File: src/rtl/ufs_pkg.sv
// Shared types and constants for the UDP port frame steering block.
package ufs_pkg;

   localparam int QUEUE_SLOTS = 64;
   localparam int FIFO_DEPTH  = 4;
   localparam int PTR_W       = $clog2(FIFO_DEPTH);
   localparam int CNT_W       = $clog2(FIFO_DEPTH + 1);
   localparam int ADDR_W      = 4;
   localparam int DATA_W      = 64;

   localparam logic [6:0]  POS_MAX         = 7'd127;
   localparam logic [6:0]  POS_TYPE_HI     = 7'd12;
   localparam logic [6:0]  POS_TYPE_LO     = 7'd13;
   localparam logic [6:0]  POS_IHL         = 7'd14;
   localparam logic [6:0]  POS_PROTO       = 7'd23;
   localparam logic [6:0]  ETH_HDR_LEN     = 7'd14;
   localparam logic [7:0]  MIN_FRAME_LEN   = 8'd34;
   localparam logic [7:0]  UDP_HDR_LEN     = 8'd8;
   localparam logic [15:0] ETHERTYPE_IPV4  = 16'h0800;
   localparam logic [7:0]  PROTO_UDP       = 8'd17;
   localparam logic [15:0] PORT_RESET      = 16'd9876;
   localparam logic [8:0]  QUEUE_LIMIT     = 9'(QUEUE_SLOTS);

   typedef enum logic {
      REG_MATCH_PORT  = 1'b0,
      REG_SOCKET_MASK = 1'b1
   } csr_index_type;

   typedef struct packed {
      logic        candidate;
      logic [15:0] dest_port;
      logic [7:0]  queue;
   } entry_type;

   typedef struct packed {
      logic full;
      logic head_valid;
   } fifo_status_type;

endpackage

File: src/rtl/ufs_csr.sv
// Configuration registers behind the APB-style port.
module ufs_csr import ufs_pkg::*; (
   input  logic              clock,
   input  logic              reset,
   input  logic              psel,
   input  logic              penable,
   input  logic              pwrite,
   input  logic [ADDR_W-1:0] paddr,
   input  logic [DATA_W-1:0] pwdata,
   output logic [DATA_W-1:0] prdata,
   output logic              pready,
   output logic [15:0]       match_port,
   output logic [63:0]       socket_mask
);

   logic [15:0]   match_port_ff, match_port_in;
   logic [63:0]   socket_mask_ff, socket_mask_in;
   logic          wr_en;
   csr_index_type index;

   assign pready = 1'b1;
   assign wr_en  = psel && penable && pwrite;
   assign index  = csr_index_type'(paddr[3]);

   always_comb begin
      match_port_in  = match_port_ff;
      socket_mask_in = socket_mask_ff;
      prdata         = '0;
      unique case (index)
         REG_MATCH_PORT: begin
            prdata = DATA_W'(match_port_ff);
            if (wr_en) match_port_in = pwdata[15:0];
         end
         REG_SOCKET_MASK: begin
            prdata = socket_mask_ff;
            if (wr_en) socket_mask_in = pwdata;
         end
         default: prdata = '0;
      endcase
   end

   always_ff @(posedge clock) begin
      if (reset) begin
         match_port_ff  <= PORT_RESET;
         socket_mask_ff <= '0;
      end else begin
         match_port_ff  <= match_port_in;
         socket_mask_ff <= socket_mask_in;
      end
   end

   assign match_port  = match_port_ff;
   assign socket_mask = socket_mask_ff;

endmodule

File: src/rtl/ufs_front.sv
// Byte parser: captures header fields and classifies each frame on its last byte.
module ufs_front import ufs_pkg::*; (
   input  logic            clock,
   input  logic            reset,
   input  logic            accept,
   input  logic [7:0]      frame_byte,
   input  logic            end_of_frame,
   input  logic [7:0]      queue_number,
   output logic            push,
   output entry_type       push_entry
);

   logic [6:0]  pos_ff, pos_in;
   logic [15:0] ether_ff, ether_in;
   logic [3:0]  hw_ff, hw_in;
   logic [7:0]  proto_ff, proto_in;
   logic [15:0] port_ff, port_in;
   logic [6:0]  udp_off;
   logic [7:0]  length;
   logic [7:0]  need;

   assign udp_off = ETH_HDR_LEN + {1'b0, hw_ff, 2'b00};

   always_comb begin
      pos_in     = pos_ff;
      ether_in   = ether_ff;
      hw_in      = hw_ff;
      proto_in   = proto_ff;
      port_in    = port_ff;
      push       = 1'b0;
      length     = {1'b0, pos_ff} + 8'd1;
      need       = '0;
      push_entry = '0;
      if (accept) begin
         if (pos_ff == POS_TYPE_HI)      ether_in[15:8] = frame_byte;
         else if (pos_ff == POS_TYPE_LO) ether_in[7:0]  = frame_byte;
         else if (pos_ff == POS_IHL)     hw_in          = frame_byte[3:0];
         else if (pos_ff == POS_PROTO)   proto_in       = frame_byte;
         if (pos_ff > POS_IHL && pos_ff < POS_MAX) begin
            if (pos_ff == udp_off + 7'd2)      port_in[15:8] = frame_byte;
            else if (pos_ff == udp_off + 7'd3) port_in[7:0]  = frame_byte;
         end
         need = {1'b0, ETH_HDR_LEN} + UDP_HDR_LEN + {2'b00, hw_in, 2'b00};
         if (end_of_frame) begin
            push                 = 1'b1;
            push_entry.candidate = (length >= MIN_FRAME_LEN) && (length >= need) &&
                                   (ether_in == ETHERTYPE_IPV4) && (proto_in == PROTO_UDP);
            push_entry.dest_port = port_in;
            push_entry.queue     = queue_number;
            pos_in   = '0;
            ether_in = '0;
            hw_in    = '0;
            proto_in = '0;
            port_in  = '0;
         end else if (pos_ff < POS_MAX) begin
            pos_in = pos_ff + 7'd1;
         end
      end
   end

   always_ff @(posedge clock) begin
      if (reset) begin
         pos_ff   <= '0;
         ether_ff <= '0;
         hw_ff    <= '0;
         proto_ff <= '0;
         port_ff  <= '0;
      end else begin
         pos_ff   <= pos_in;
         ether_ff <= ether_in;
         hw_ff    <= hw_in;
         proto_ff <= proto_in;
         port_ff  <= port_in;
      end
   end

endmodule

File: src/rtl/ufs_fifo.sv
// Short queue of classified frames between parser and verdict stage.
module ufs_fifo import ufs_pkg::*; (
   input  logic            clock,
   input  logic            reset,
   input  logic            push,
   input  entry_type       push_entry,
   input  logic            pop,
   output entry_type       head,
   output fifo_status_type status
);

   entry_type        mem_ff [FIFO_DEPTH];
   logic [PTR_W-1:0] wr_ptr_ff, wr_ptr_in;
   logic [PTR_W-1:0] rd_ptr_ff, rd_ptr_in;
   logic [CNT_W-1:0] count_ff, count_in;
   logic             do_push, do_pop;

   assign status.full       = (count_ff == CNT_W'(FIFO_DEPTH));
   assign status.head_valid = (count_ff != '0);
   assign do_push           = push && !status.full;
   assign do_pop            = pop && status.head_valid;
   assign head              = mem_ff[rd_ptr_ff];

   always_comb begin
      wr_ptr_in = do_push ? wr_ptr_ff + PTR_W'(1) : wr_ptr_ff;
      rd_ptr_in = do_pop  ? rd_ptr_ff + PTR_W'(1) : rd_ptr_ff;
      count_in  = count_ff;
      if (do_push && !do_pop)      count_in = count_ff + CNT_W'(1);
      else if (do_pop && !do_push) count_in = count_ff - CNT_W'(1);
   end

   always_ff @(posedge clock) begin
      if (do_push) mem_ff[wr_ptr_ff] <= push_entry;
   end

   always_ff @(posedge clock) begin
      if (reset) begin
         wr_ptr_ff <= '0;
         rd_ptr_ff <= '0;
         count_ff  <= '0;
      end else begin
         wr_ptr_ff <= wr_ptr_in;
         rd_ptr_ff <= rd_ptr_in;
         count_ff  <= count_in;
      end
   end

endmodule

File: src/rtl/ufs_back.sv
// Verdict stage: port and socket checks, result output register.
module ufs_back import ufs_pkg::*; (
   input  logic            clock,
   input  logic            reset,
   input  entry_type       head,
   input  fifo_status_type status,
   output logic            pop,
   input  logic [15:0]     match_port,
   input  logic [63:0]     socket_mask,
   output logic            rsp_valid,
   input  logic            rsp_stall,
   output logic            rsp_verdict,
   output logic [7:0]      rsp_target_queue
);

   logic       valid_ff, valid_in;
   logic       verdict_ff, verdict_in;
   logic [7:0] queue_ff, queue_in;
   logic       open_slot;

   assign open_slot = !valid_ff || !rsp_stall;
   assign pop       = open_slot && status.head_valid;

   always_comb begin
      valid_in   = valid_ff;
      verdict_in = verdict_ff;
      queue_in   = queue_ff;
      if (pop) begin
         valid_in   = 1'b1;
         verdict_in = head.candidate && (head.dest_port == match_port) &&
                      ({1'b0, head.queue} < QUEUE_LIMIT) && socket_mask[head.queue[5:0]];
         queue_in   = head.queue;
      end else if (open_slot) begin
         valid_in = 1'b0;
      end
   end

   always_ff @(posedge clock) begin
      if (reset) valid_ff <= 1'b0;
      else       valid_ff <= valid_in;
   end

   always_ff @(posedge clock) begin
      verdict_ff <= verdict_in;
      queue_ff   <= queue_in;
   end

   assign rsp_valid        = valid_ff;
   assign rsp_verdict      = verdict_ff;
   assign rsp_target_queue = queue_ff;

endmodule

File: src/rtl/udp_port_frame_steering_core.sv
// Top level of the UDP port frame steering block.
//
//   channel  direction  transfer                         handshake
//   req      in         one frame byte, last flag, queue  req_valid / req_stall
//   rsp      out        verdict and target queue          rsp_valid / rsp_stall
//   csr      in         match port, socket mask           psel / penable / pready
//
// One byte per cycle while req_stall is low. After the last byte's transfer, the verdict passes
// through the four-entry frame queue and then the output register, which loads once it is free.
// Reset is synchronous and active high; it clears the parser, queue and output valid.
// req_stall is high only while the frame queue is full, which happens only after
// rsp_stall has held results back for several frames.
module udp_port_frame_steering_core import ufs_pkg::*; (
   input  logic              clock,
   input  logic              reset,
   input  logic              req_valid,
   output logic              req_stall,
   input  logic [7:0]        req_frame_byte,
   input  logic              req_end_of_frame,
   input  logic [7:0]        req_queue_number,
   output logic              rsp_valid,
   input  logic              rsp_stall,
   output logic              rsp_verdict,
   output logic [7:0]        rsp_target_queue,
   input  logic              psel,
   input  logic              penable,
   input  logic              pwrite,
   input  logic [ADDR_W-1:0] paddr,
   input  logic [DATA_W-1:0] pwdata,
   output logic [DATA_W-1:0] prdata,
   output logic              pready
);

   logic            accept;
   logic            push;
   logic            pop;
   entry_type       push_entry;
   entry_type       head;
   fifo_status_type status;
   logic [15:0]     match_port;
   logic [63:0]     socket_mask;

   assign req_stall = status.full;
   assign accept    = req_valid && !req_stall;

   ufs_csr u_csr (
      .clock       (clock),
      .reset       (reset),
      .psel        (psel),
      .penable     (penable),
      .pwrite      (pwrite),
      .paddr       (paddr),
      .pwdata      (pwdata),
      .prdata      (prdata),
      .pready      (pready),
      .match_port  (match_port),
      .socket_mask (socket_mask)
   );

   ufs_front u_front (
      .clock        (clock),
      .reset        (reset),
      .accept       (accept),
      .frame_byte   (req_frame_byte),
      .end_of_frame (req_end_of_frame),
      .queue_number (req_queue_number),
      .push         (push),
      .push_entry   (push_entry)
   );

   ufs_fifo u_fifo (
      .clock      (clock),
      .reset      (reset),
      .push       (push),
      .push_entry (push_entry),
      .pop        (pop),
      .head       (head),
      .status     (status)
   );

   ufs_back u_back (
      .clock            (clock),
      .reset            (reset),
      .head             (head),
      .status           (status),
      .pop              (pop),
      .match_port       (match_port),
      .socket_mask      (socket_mask),
      .rsp_valid        (rsp_valid),
      .rsp_stall        (rsp_stall),
      .rsp_verdict      (rsp_verdict),
      .rsp_target_queue (rsp_target_queue)
   );

endmodule

File: config.mk
export PLATFORM = sky130hd
export DESIGN_NAME = udp_port_frame_steering_core
export DESIGN_NICKNAME = d
export VERILOG_FILES = /design/src/rtl/ufs_pkg.sv /design/src/rtl/ufs_csr.sv /design/src/rtl/ufs_front.sv /design/src/rtl/ufs_fifo.sv /design/src/rtl/ufs_back.sv /design/src/rtl/udp_port_frame_steering_core.sv
export SDC_FILE = /design/constraint.sdc
export NUM_CORES = 1
export LEC_CHECK = 0
export BUFFER_PORTS_ARGS = -buffer_cell sky130_fd_sc_hd__buf_4
export CAP_MARGIN = 20
export CORE_UTILIZATION = 48
export CTS_BUF_LIST = sky130_fd_sc_hd__clkbuf_4
export DETAILED_ROUTE_END_ITERATION = 6
export PLACE_DENSITY = 0.68
export SYNTH_ARGS = -nofsm -noshare
export SYNTH_HDL_FRONTEND = slang
export SYNTH_HIERARCHICAL = 1
export SYNTH_SLANG_ARGS = --single-unit
File: constraint.sdc
create_clock -name clock -period 3.39 [get_ports clock]
set_input_delay 0.339 -clock clock [delete_from_list [all_inputs] [get_ports clock]]
set_output_delay 0.339 -clock clock [all_outputs]
set_load 0.005 [all_outputs]
# ---- Word level (Yosys, flattened, before mapping)
# Memory sizes are Yosys's and may differ from the RTL's. A register that Yosys moved wholly into a read port is not among the register bits.
# Index checks and enable logic that the tools add are counted.
# W data, S select, Z words.
dict set report totals {
  out_inout_bits 76
  ramBits 100
  word_cells 108
  input_bits 92
  mem_count 1
  regBits 148
}
dict set report op_classes {
  n_reduce_logical 28
  n_eq_ne 10
  addsub 10
  magnitude_cmp 6
  bitwise_logic 1
  n_mux 39
}
# memory words width rd rd_clocked_by_memory_dff wr line_no
set mem_list {}
lappend mem_list {u_fifo.mem_ff 4 25 1 1 1 ufs_fifo.sv:12} ;# entry_type mem_ff [FIFO_DEPTH];
# op count
set op_table {}
lappend op_table {{$pmux W64 S2} 1}
lappend op_table {{$mux W8} 14}
lappend op_table {{$mux W25} 2}
lappend op_table {{$mux W16} 3}
lappend op_table {{$eq A7 B4 Y1 const B} 3}
lappend op_table {{$mux W4} 5}
lappend op_table {{$eq A16 B12 Y1 const B} 1}
lappend op_table {{$eq A16 B16 Y1} 1}
lappend op_table {{$logic_and A1 B1 Y1} 15}
lappend op_table {{$add A7 B2 Y7 const B} 2}
lappend op_table {{$eq A7 B7 Y1} 2}
lappend op_table {{$mux W7} 2}
lappend op_table {{$add A7 B1 Y8 const B} 1}
lappend op_table {{$eq A8 B5 Y1 const B} 1}
lappend op_table {{$ge A8 B6 Y1 const B} 1}
lappend op_table {{$ge A8 B8 Y1} 1}
lappend op_table {{$lt A8 B7 Y1 const B} 1}
lappend op_table {{$add A4 B6 Y7 const A} 1}
lappend op_table {{$add A5 B6 Y7 const A} 1}
lappend op_table {{$add A7 B1 Y7 const B} 1}
lappend op_table {{$eq A7 B5 Y1 const B} 1}
lappend op_table {{$gt A7 B4 Y1 const B} 1}
lappend op_table {{$lt A6 B7 Y1 const B} 1}
lappend op_table {{$lt A7 B7 Y1 const B} 1}
lappend op_table {{14 further kinds} 31}

# ---- Longest topological paths before layout
# Gate-level depths: netlist of the first run.
dict set report depth {
  word_depth 12
  ltp_mapped 15
  depth_no_buf 14
}

# ---- Cells and area by module
# The synthesis of the first run kept the hierarchy.
# mod cells_per_inst area_per_inst_um2 instances seq_area_each_um2
set modules_own_cells {}
lappend modules_own_cells {ufs_fifo 179 4120.2 1 3183.1}
lappend modules_own_cells {ufs_csr 412 4013.8 1 1601.5}
lappend modules_own_cells {ufs_front 382 3141.8 1 1021.0}
lappend modules_own_cells {ufs_back 80 1064.8 1 290.3}
lappend modules_own_cells {udp_port_frame_steering_core 1 13.8 1 0.0}

# ---- Worst setup path before layout of the first run
# No wires, ideal clock.
dict set report synth_timing {
  path_kind {register -> register}
  startpoint {register u_front.pos_ff[5]}
  endpoint {memory u_fifo/mem_ff[0][24] in the netlist's numbering, data pin}
  t_arrival_ns 2.786
  setup_ns 0.264
  t_required_ns 3.126
  stages_incl_launch_ff 15
  n_path_buf 1
  path_slack_ns 0.339
  period_less_slack_ns 3.051
  path_cell_list {dfxtp_1 buf_4 nor3_1 and2_1 nand3_2 mux2_2 ha_1 inv_1 ha_1 a21o_1 a21o_1 a21o_1 a21oi_1 o21ai_0 and3_1}
}
# item line_no
set synth_rtl {}
lappend synth_rtl {{start: declaration} ufs_front.sv:13} ;# logic [6:0] pos_ff, pos_in;
lappend synth_rtl {{start signal: assignment} ufs_front.sv:69} ;# pos_ff <= pos_in;
lappend synth_rtl {{end: declaration} ufs_fifo.sv:12}

==> results_dict.tcl, run 1 <==
set metrics [dict create \
    gr-usage-all-layers 0.2162 \
    drv_slew 0 \
    cts_made_buffers 70 \
    clkSlewWorstSetupHoldPaths_ps 70 \
    fmax_mhz 310.3 \
    postSynth.asyncResetShare 0 \
    status "completed" \
    synth_cells 1054 \
    max_stage_delay_ps 370 \
    post-cts-setup-buffer-count 0 \
    slew_headroom 0.4736 \
    fin_area_mm2 0.01525 \
    synth_area_mm2 0.01235 \
    fin_nets 1414 \
    yosys.area_share.simple 0.1868 \
    synth-seq-cells 250 \
    overflow 0 \
    synth-compound-area-share 0.05479 \
    coreArea_mm2 0.02518 \
    yosysTopAreaCell "edfxtp_1" \
    cts_root_buf "clkbuf_4" \
    num-fill-cells 2044 \
    hold_violations 0 \
    setup.worst_path.end_class "register" \
    synth_cell_types 68 \
    peakVddDrop_uv 253.0 \
    synth_xor_area_frac 0.02329 \
    fin_util 0.6057 \
    grt_max_degree 127 \
    ys_seq_area_frac 0.4934 \
    first_iter_violations 524 \
    startpoint "u_front/pos_ff[5]" \
    dr.pass1.iters 6 \
    die_h_um 162.4 \
    die_w_um 162.4 \
    synth_top_cell_area_share 0.2649 \
    syn_to_final_growth_pct 23.47 \
    synth_top_family_by_area "simple AND/OR/NAND/NOR gates" \
    required_ps 3760 \
    maxCapViolations 0 \
    synth_enable_flop_cells 109 \
    hpwl_mm 18.63 \
    rows 58 \
    post-route-period-util 0.9506 \
    start_util 0.4906 \
    most-common-layout-cells "buf_4 (185), nand2b_1 (147), dfxtp_1 (141)" \
    max_slew.worst_pin.slew_ps 789.0 \
    io_buffer_count 163 \
    globalplace.congestion 0.8453 \
    hold_path.class "in2reg" \
    ios 168 \
    synth_nets 1163 \
    worstPathArrival_ps 3600 \
    critPathKind "reg2reg" \
    clock_skew_ps 48.12 \
    finalWirelength_mm 28.50 \
    antenna_found_initial 1 \
    synthTopCellsByArea "edfxtp_1 (26%), dfxtp_1 (23%), mux2i_1 (8.0%)" \
    p_per_area_mw_per_mm2 502.0 \
    clock_path_buffers 3 \
    yosys_warnings 6 \
    via_count 8815 \
    rsz0062_at_grt "no" \
    r2r_start "u_front/pos_ff[5]" \
    final-setup-viol-count 0 \
    power_leakage_nw 5.843 \
    post_cts_resized 0 \
    cp_max_fo 6 \
    cpMostUsedCell "a21o_1" \
    placed_area_mm2 0.01367 \
    h-tree-depth 3 \
    worstPathCellList "nor3_1 > and2_1 > nand3_2 > mux2_2 > ha_1 > inv_1 > ha_1 > a21o_1 > a21o_1 > a21o_1 > a21oi_1 > o21ai_0 > and3_1" \
    avgRoutedWirePerCell_um 16.88 \
    fin_tns_setup_ps 0 \
    drc_errors 0 \
    post-route-min-period_ps 3222 \
    worst_path_max_delay_cell "nor3_1" \
    dieArea_mm2 0.02638 \
    grt_pass1_vias 8706 \
    synth_ff_type "dfxtp_1" \
    cts_tree "done" \
    cts_sinks 250 \
    avgViaCountPerCell 5.219 \
    total_power_mw 7.656 \
    critPathLaunchType "register" \
    drive_gt1_frac 0.2695 \
    drtAntennaViolNets 0 \
    insertion_delay_ps 680 \
    grt_pass1_wl_mm 44.86 \
    cts_hold_buf 70 \
    muxShareOfSynthArea 0.1756 \
    syn_avg_cell_area_um2 11.72 \
    hold_start "req_frame_byte[3]" \
    final_common_cell "buf_4" \
    synth_fa_ha_area_frac 0.01782 \
]
[sequential cells by signal, indices dropped and copies added (netlist names), 7 cells and up, named ones only]
name / flops
u_fifo/mem_ff: 100
u_csr/socket_mask: 64
u_csr/match_port: 16
u_front/ether_ff: 16
u_front/port_ff: 16
u_back/rsp_target_queue: 8
u_front/proto_ff: 8
u_front/pos_ff: 7
[critical path, delay by kind of cell, from the launching register on]
kind	cells	cell delay [ps]
DFF	1	310
AOI/OAI and AO/OA	5	730
and+or+nand+nor	4	990
buffers and inverters	1	40
adders and majority gates	2	540
muxes	1	360
[area by class of cell]
class	instances	area, um2	area share
diodes	1	2.502	0.0001641
clock buffers	107	803.3	0.05266
clock inverters	18	81.33	0.005332
inverters	16	60.06	0.003937
multi-input cells	710	5668	0.3716
flip-flops and latches	250	6096	0.3996
well taps	330	412.9	0.02707
repair buffers	257	2130	0.1396
[metal layers]
metal,global-route usage,wire (um),vias up
li1,-,-,4302
met1,0.2755,12720,4229
met2,0.3652,13880,245
met3,0.03743,1378,39
met4,0.08448,526,0
met5,0,0,-
[power by group]
part | switching (mW) | internal, mW
logic | 0.771 | 0.772
registers | 0.104 | 3.33
clock network | 1.24 | 1.44
[Yosys cell counts (4+ instances only)]
master and count:
a21o_1 6, a21oi_1 20, a22oi_1 39, a31oi_1 8, and2_1 56, and3_1 12
buf_2 16, buf_4 8, buf_6 10, clkbuf_1 32, clkbuf_8 4, dfxtp_1 141
edfxtp_1 109, ha_1 16, inv_1 16, mux2_2 18, mux2i_1 99, mux4_1 10
mux4_2 31, nand2_1 29, nand2b_1 147, nand3_1 14, nand3b_1 10, nand4_1 8
nor2_1 80, nor2b_1 4, nor3_1 6, nor4_1 6, o21ai_0 9, or2b_1 4
or3_1 4, xnor2_1 22, xor2_1 9
[per-stage QoR]
step                      hold slack (ps)  cells  worst slack, ps
after floorplan                     411.4   1054            339.3
after global placement              466.2   1493            193.9
after detailed placement            473.6   1493            194.3
after CTS                           10.17   1688            180.1
after global routing                19.51   1689            24.95
final                               48.18   1689            167.5
[path summary, 6_finish.rpt]
check / to / slack [ps] / cells after the start
hold reg to reg: u_csr/socket_mask[62] / 480 / 2
setup / recovery: u_fifo/mem_ff[0][24] / 170 / 13
hold / removal: u_front/port_ff[3] / 50 / 3
setup reg to reg: u_fifo/mem_ff[0][24] / 170 / 13
[cell families (layout without fill, tap and decap cells)]
logic type,Yosys count,after routing
AO/OA/AOI/OAI,99,99
flip-flops,250,250
XOR/XNOR,32,32
other,1,2
multiplexers,159,159
adder cells (fa/ha/maj),17,17
buffers and inverters,94,398
AND/OR/NAND/NOR,402,402
(Power assumes the default switching activity.)
==> run 2: changes to the inputs <==
--- a/config.mk
+++ b/config.mk
@@ -8,9 +8,9 @@
 export BUFFER_PORTS_ARGS = -buffer_cell sky130_fd_sc_hd__buf_4
 export CAP_MARGIN = 20
 export CORE_UTILIZATION = 48
-export CTS_BUF_LIST = sky130_fd_sc_hd__clkbuf_4
 export DETAILED_ROUTE_END_ITERATION = 6
 export PLACE_DENSITY = 0.68
+export SETUP_SLACK_MARGIN = 0.1
 export SYNTH_ARGS = -nofsm -noshare
 export SYNTH_HDL_FRONTEND = slang
 export SYNTH_HIERARCHICAL = 1
==> run 2 against run 1 <==
Clock-buffer cell count is 71 lower; total power is 3.1% higher; highest routed layer unchanged; worst hold slack better by 4.5 ps; core utilization is 2.6 points lower; largest cell class unchanged; first-iteration DRC count is 2.5% higher; largest power group unchanged; sequential power hardly changed; non-clock buffer count is 69 lower; die area stayed put; critical path type unchanged.
==> results_dict.tcl, run 2 (synthesis gave the netlist of run 1 again) <==
set metrics [dict create \
    route.met3.wl_mm 1.313 \
    fin_tns_setup_ps 0 \
    cts_made_buffers 28 \
    stdcell_count 1546 \
    maxCapViolations 0 \
    clockPowerShare 0.378 \
    setup.worst_path.end_class "register" \
    status "completed" \
    peakVddDrop_uv 370.1 \
    top_register "u_fifo/mem_ff" \
    swShare 0.2590 \
    rows 58 \
    drtAntennaViolNets 0 \
    p_per_area_mw_per_mm2 540.6 \
    cts_sinks 250 \
    fin_nets 1303 \
    hold_violations 0 \
    post-route-period-util 0.9089 \
    io_buffer_count 163 \
    fin_util 0.5799 \
    dieArea_mm2 0.02638 \
    drv_slew 0 \
    final_common_cell "buf_4" \
    cts_tree "done" \
    grt_pass1_wl_mm 42.89 \
    fin_area_mm2 0.01460 \
    clkSlewWorstSetupHoldPaths_ps 60 \
    dr.pass1.iters 5 \
    via_count 8283 \
    finalWirelength_mm 27.40 \
    drc_errors 0 \
    die_h_um 162.4 \
    critPathKind "reg2reg" \
    first_iter_violations 537 \
    required_ps 3650 \
    globalplace.congestion 0.8453 \
    gr-usage-all-layers 0.2051 \
    wl_met2_mm 13.24 \
    coreArea_mm2 0.02518 \
    post-route-min-period_ps 3081 \
    dp_slack_ps 194.3 \
    intPower_mw 5.850 \
    hpwl_mm 18.63 \
    grt_max_degree 127 \
    most-common-layout-cells "buf_4 (186), nand2b_1 (147), dfxtp_1 (141)" \
    power_leakage_nw 5.479 \
    power_frac_seq 0.435 \
    hold_path.class "in2reg" \
    syn_to_final_growth_pct 18.20 \
    drive_gt1_frac 0.2418 \
    top_layer_used "met4" \
    insertion_delay_ps 530 \
    clock_skew_ps 12.04 \
    placed_area_mm2 0.01367 \
    ios 168 \
    largest_reg_flops 100 \
    met1Wirelength_mm 12.40 \
    total_power_mw 7.895 \
    fmax_mhz 324.5 \
    max_slew.worst_pin.slew_ps 776.7 \
    h-tree-depth 1 \
    critPathLaunchType "register" \
    fin_hold_ws_ps 52.64 \
    pwr-share-comb 0.187 \
    grt_pass1_vias 7926 \
    slew_headroom 0.4818 \
    antenna_found_initial 0 \
    rsz0062_at_grt "no" \
    start_util 0.4906 \
    place_inst 1493 \
    overflow 0 \
    avgRoutedWirePerCell_um 17.72 \
    avgViaCountPerCell 5.358 \
    cts_root_buf "clkbuf_16" \
    final-setup-viol-count 0 \
    worstPathArrival_ps 3340 \
    clock_path_buffers 3 \
    die_w_um 162.4 \
    power.net_switching_mw 2.045 \
    cp_max_fo 5 \
    layout_setup_ws_ps 308.8 \
    n_antenna_cell 0 \
]
-- run 2: cell count changes in the layout (fill, tap and decap cells not counted), moves of 2 or more --
cell | before | now
bufinv_16 | 0 | 2
clkbuf_1 | 0 | 4
clkbuf_16 | 0 | 30
clkbuf_4 | 107 | 0
clkbuf_8 | 0 | 2
clkinv_1 | 10 | 7
clkinv_2 | 2 | 4
clkinvlp_4 | 3 | 1
dlygate4sd3_1 | 70 | 0
inv_2 | 3 | 0
-- run 2: final timing paths --
kind	end	depth (start not counted)	slack [ps]	startpoint
max	u_fifo/mem_ff[3][24]	14	310	u_front/pos_ff[0]
min	u_back/rsp_valid	3	50	rsp_stall
max reg2reg	u_fifo/mem_ff[3][24]	14	310	u_front/pos_ff[0]
min reg2reg	u_csr/socket_mask[44]	2	480	u_csr/socket_mask[44]
-- run 2: final cells by class --
type / instances / area (um2)
Sequential cell: 250 / 6096
Clock buffer: 36 / 793.3
Tap cell: 330 / 412.9
Clock inverter: 16 / 131.4
Timing Repair Buffer: 188 / 1436
Multi-Input combinational cell: 710 / 5673
Inverter: 16 / 60.06
Fill cell: 2092 / 10580
-- run 2: worst max-delay path: stages (launching register included) --
cell     delay (ps)
dfxtp_1         370
inv_1            90
ha_1            250
nor2_1          140
nand3_2         110
mux2_2          330
ha_1            280
inv_1            40
ha_1            260
a21o_1          160
a21o_1          180
a21o_1          170
a21oi_1         130
o21ai_0          90
and3_1          230
-- run 2: metal layers --
metal / global-route usage / up-vias
li1: - / 4038
met1: 0.2781 / 4000
met2: 0.3489 / 212
met3: 0.02776 / 33
met4: 0.04460 / 0
met5: 0 / -
-- run 2: power by group through the flow --
stage,logic [mW],registers [mW],clock network (mW)
finish,1.47,3.44,2.98
global route,1.59,3.45,3.17
CTS,1.50,3.44,3.06
detailed placement,1.49,3.50,0
global placement,1.48,3.50,0
floorplan,1.08,3.47,0
-- run 2: repair_timing --
item	in CTS	in global routing
gates resized for setup	0	1
buffers inserted	0	1
hold buffers	0	0
endpoints found under the setup margin	0	4
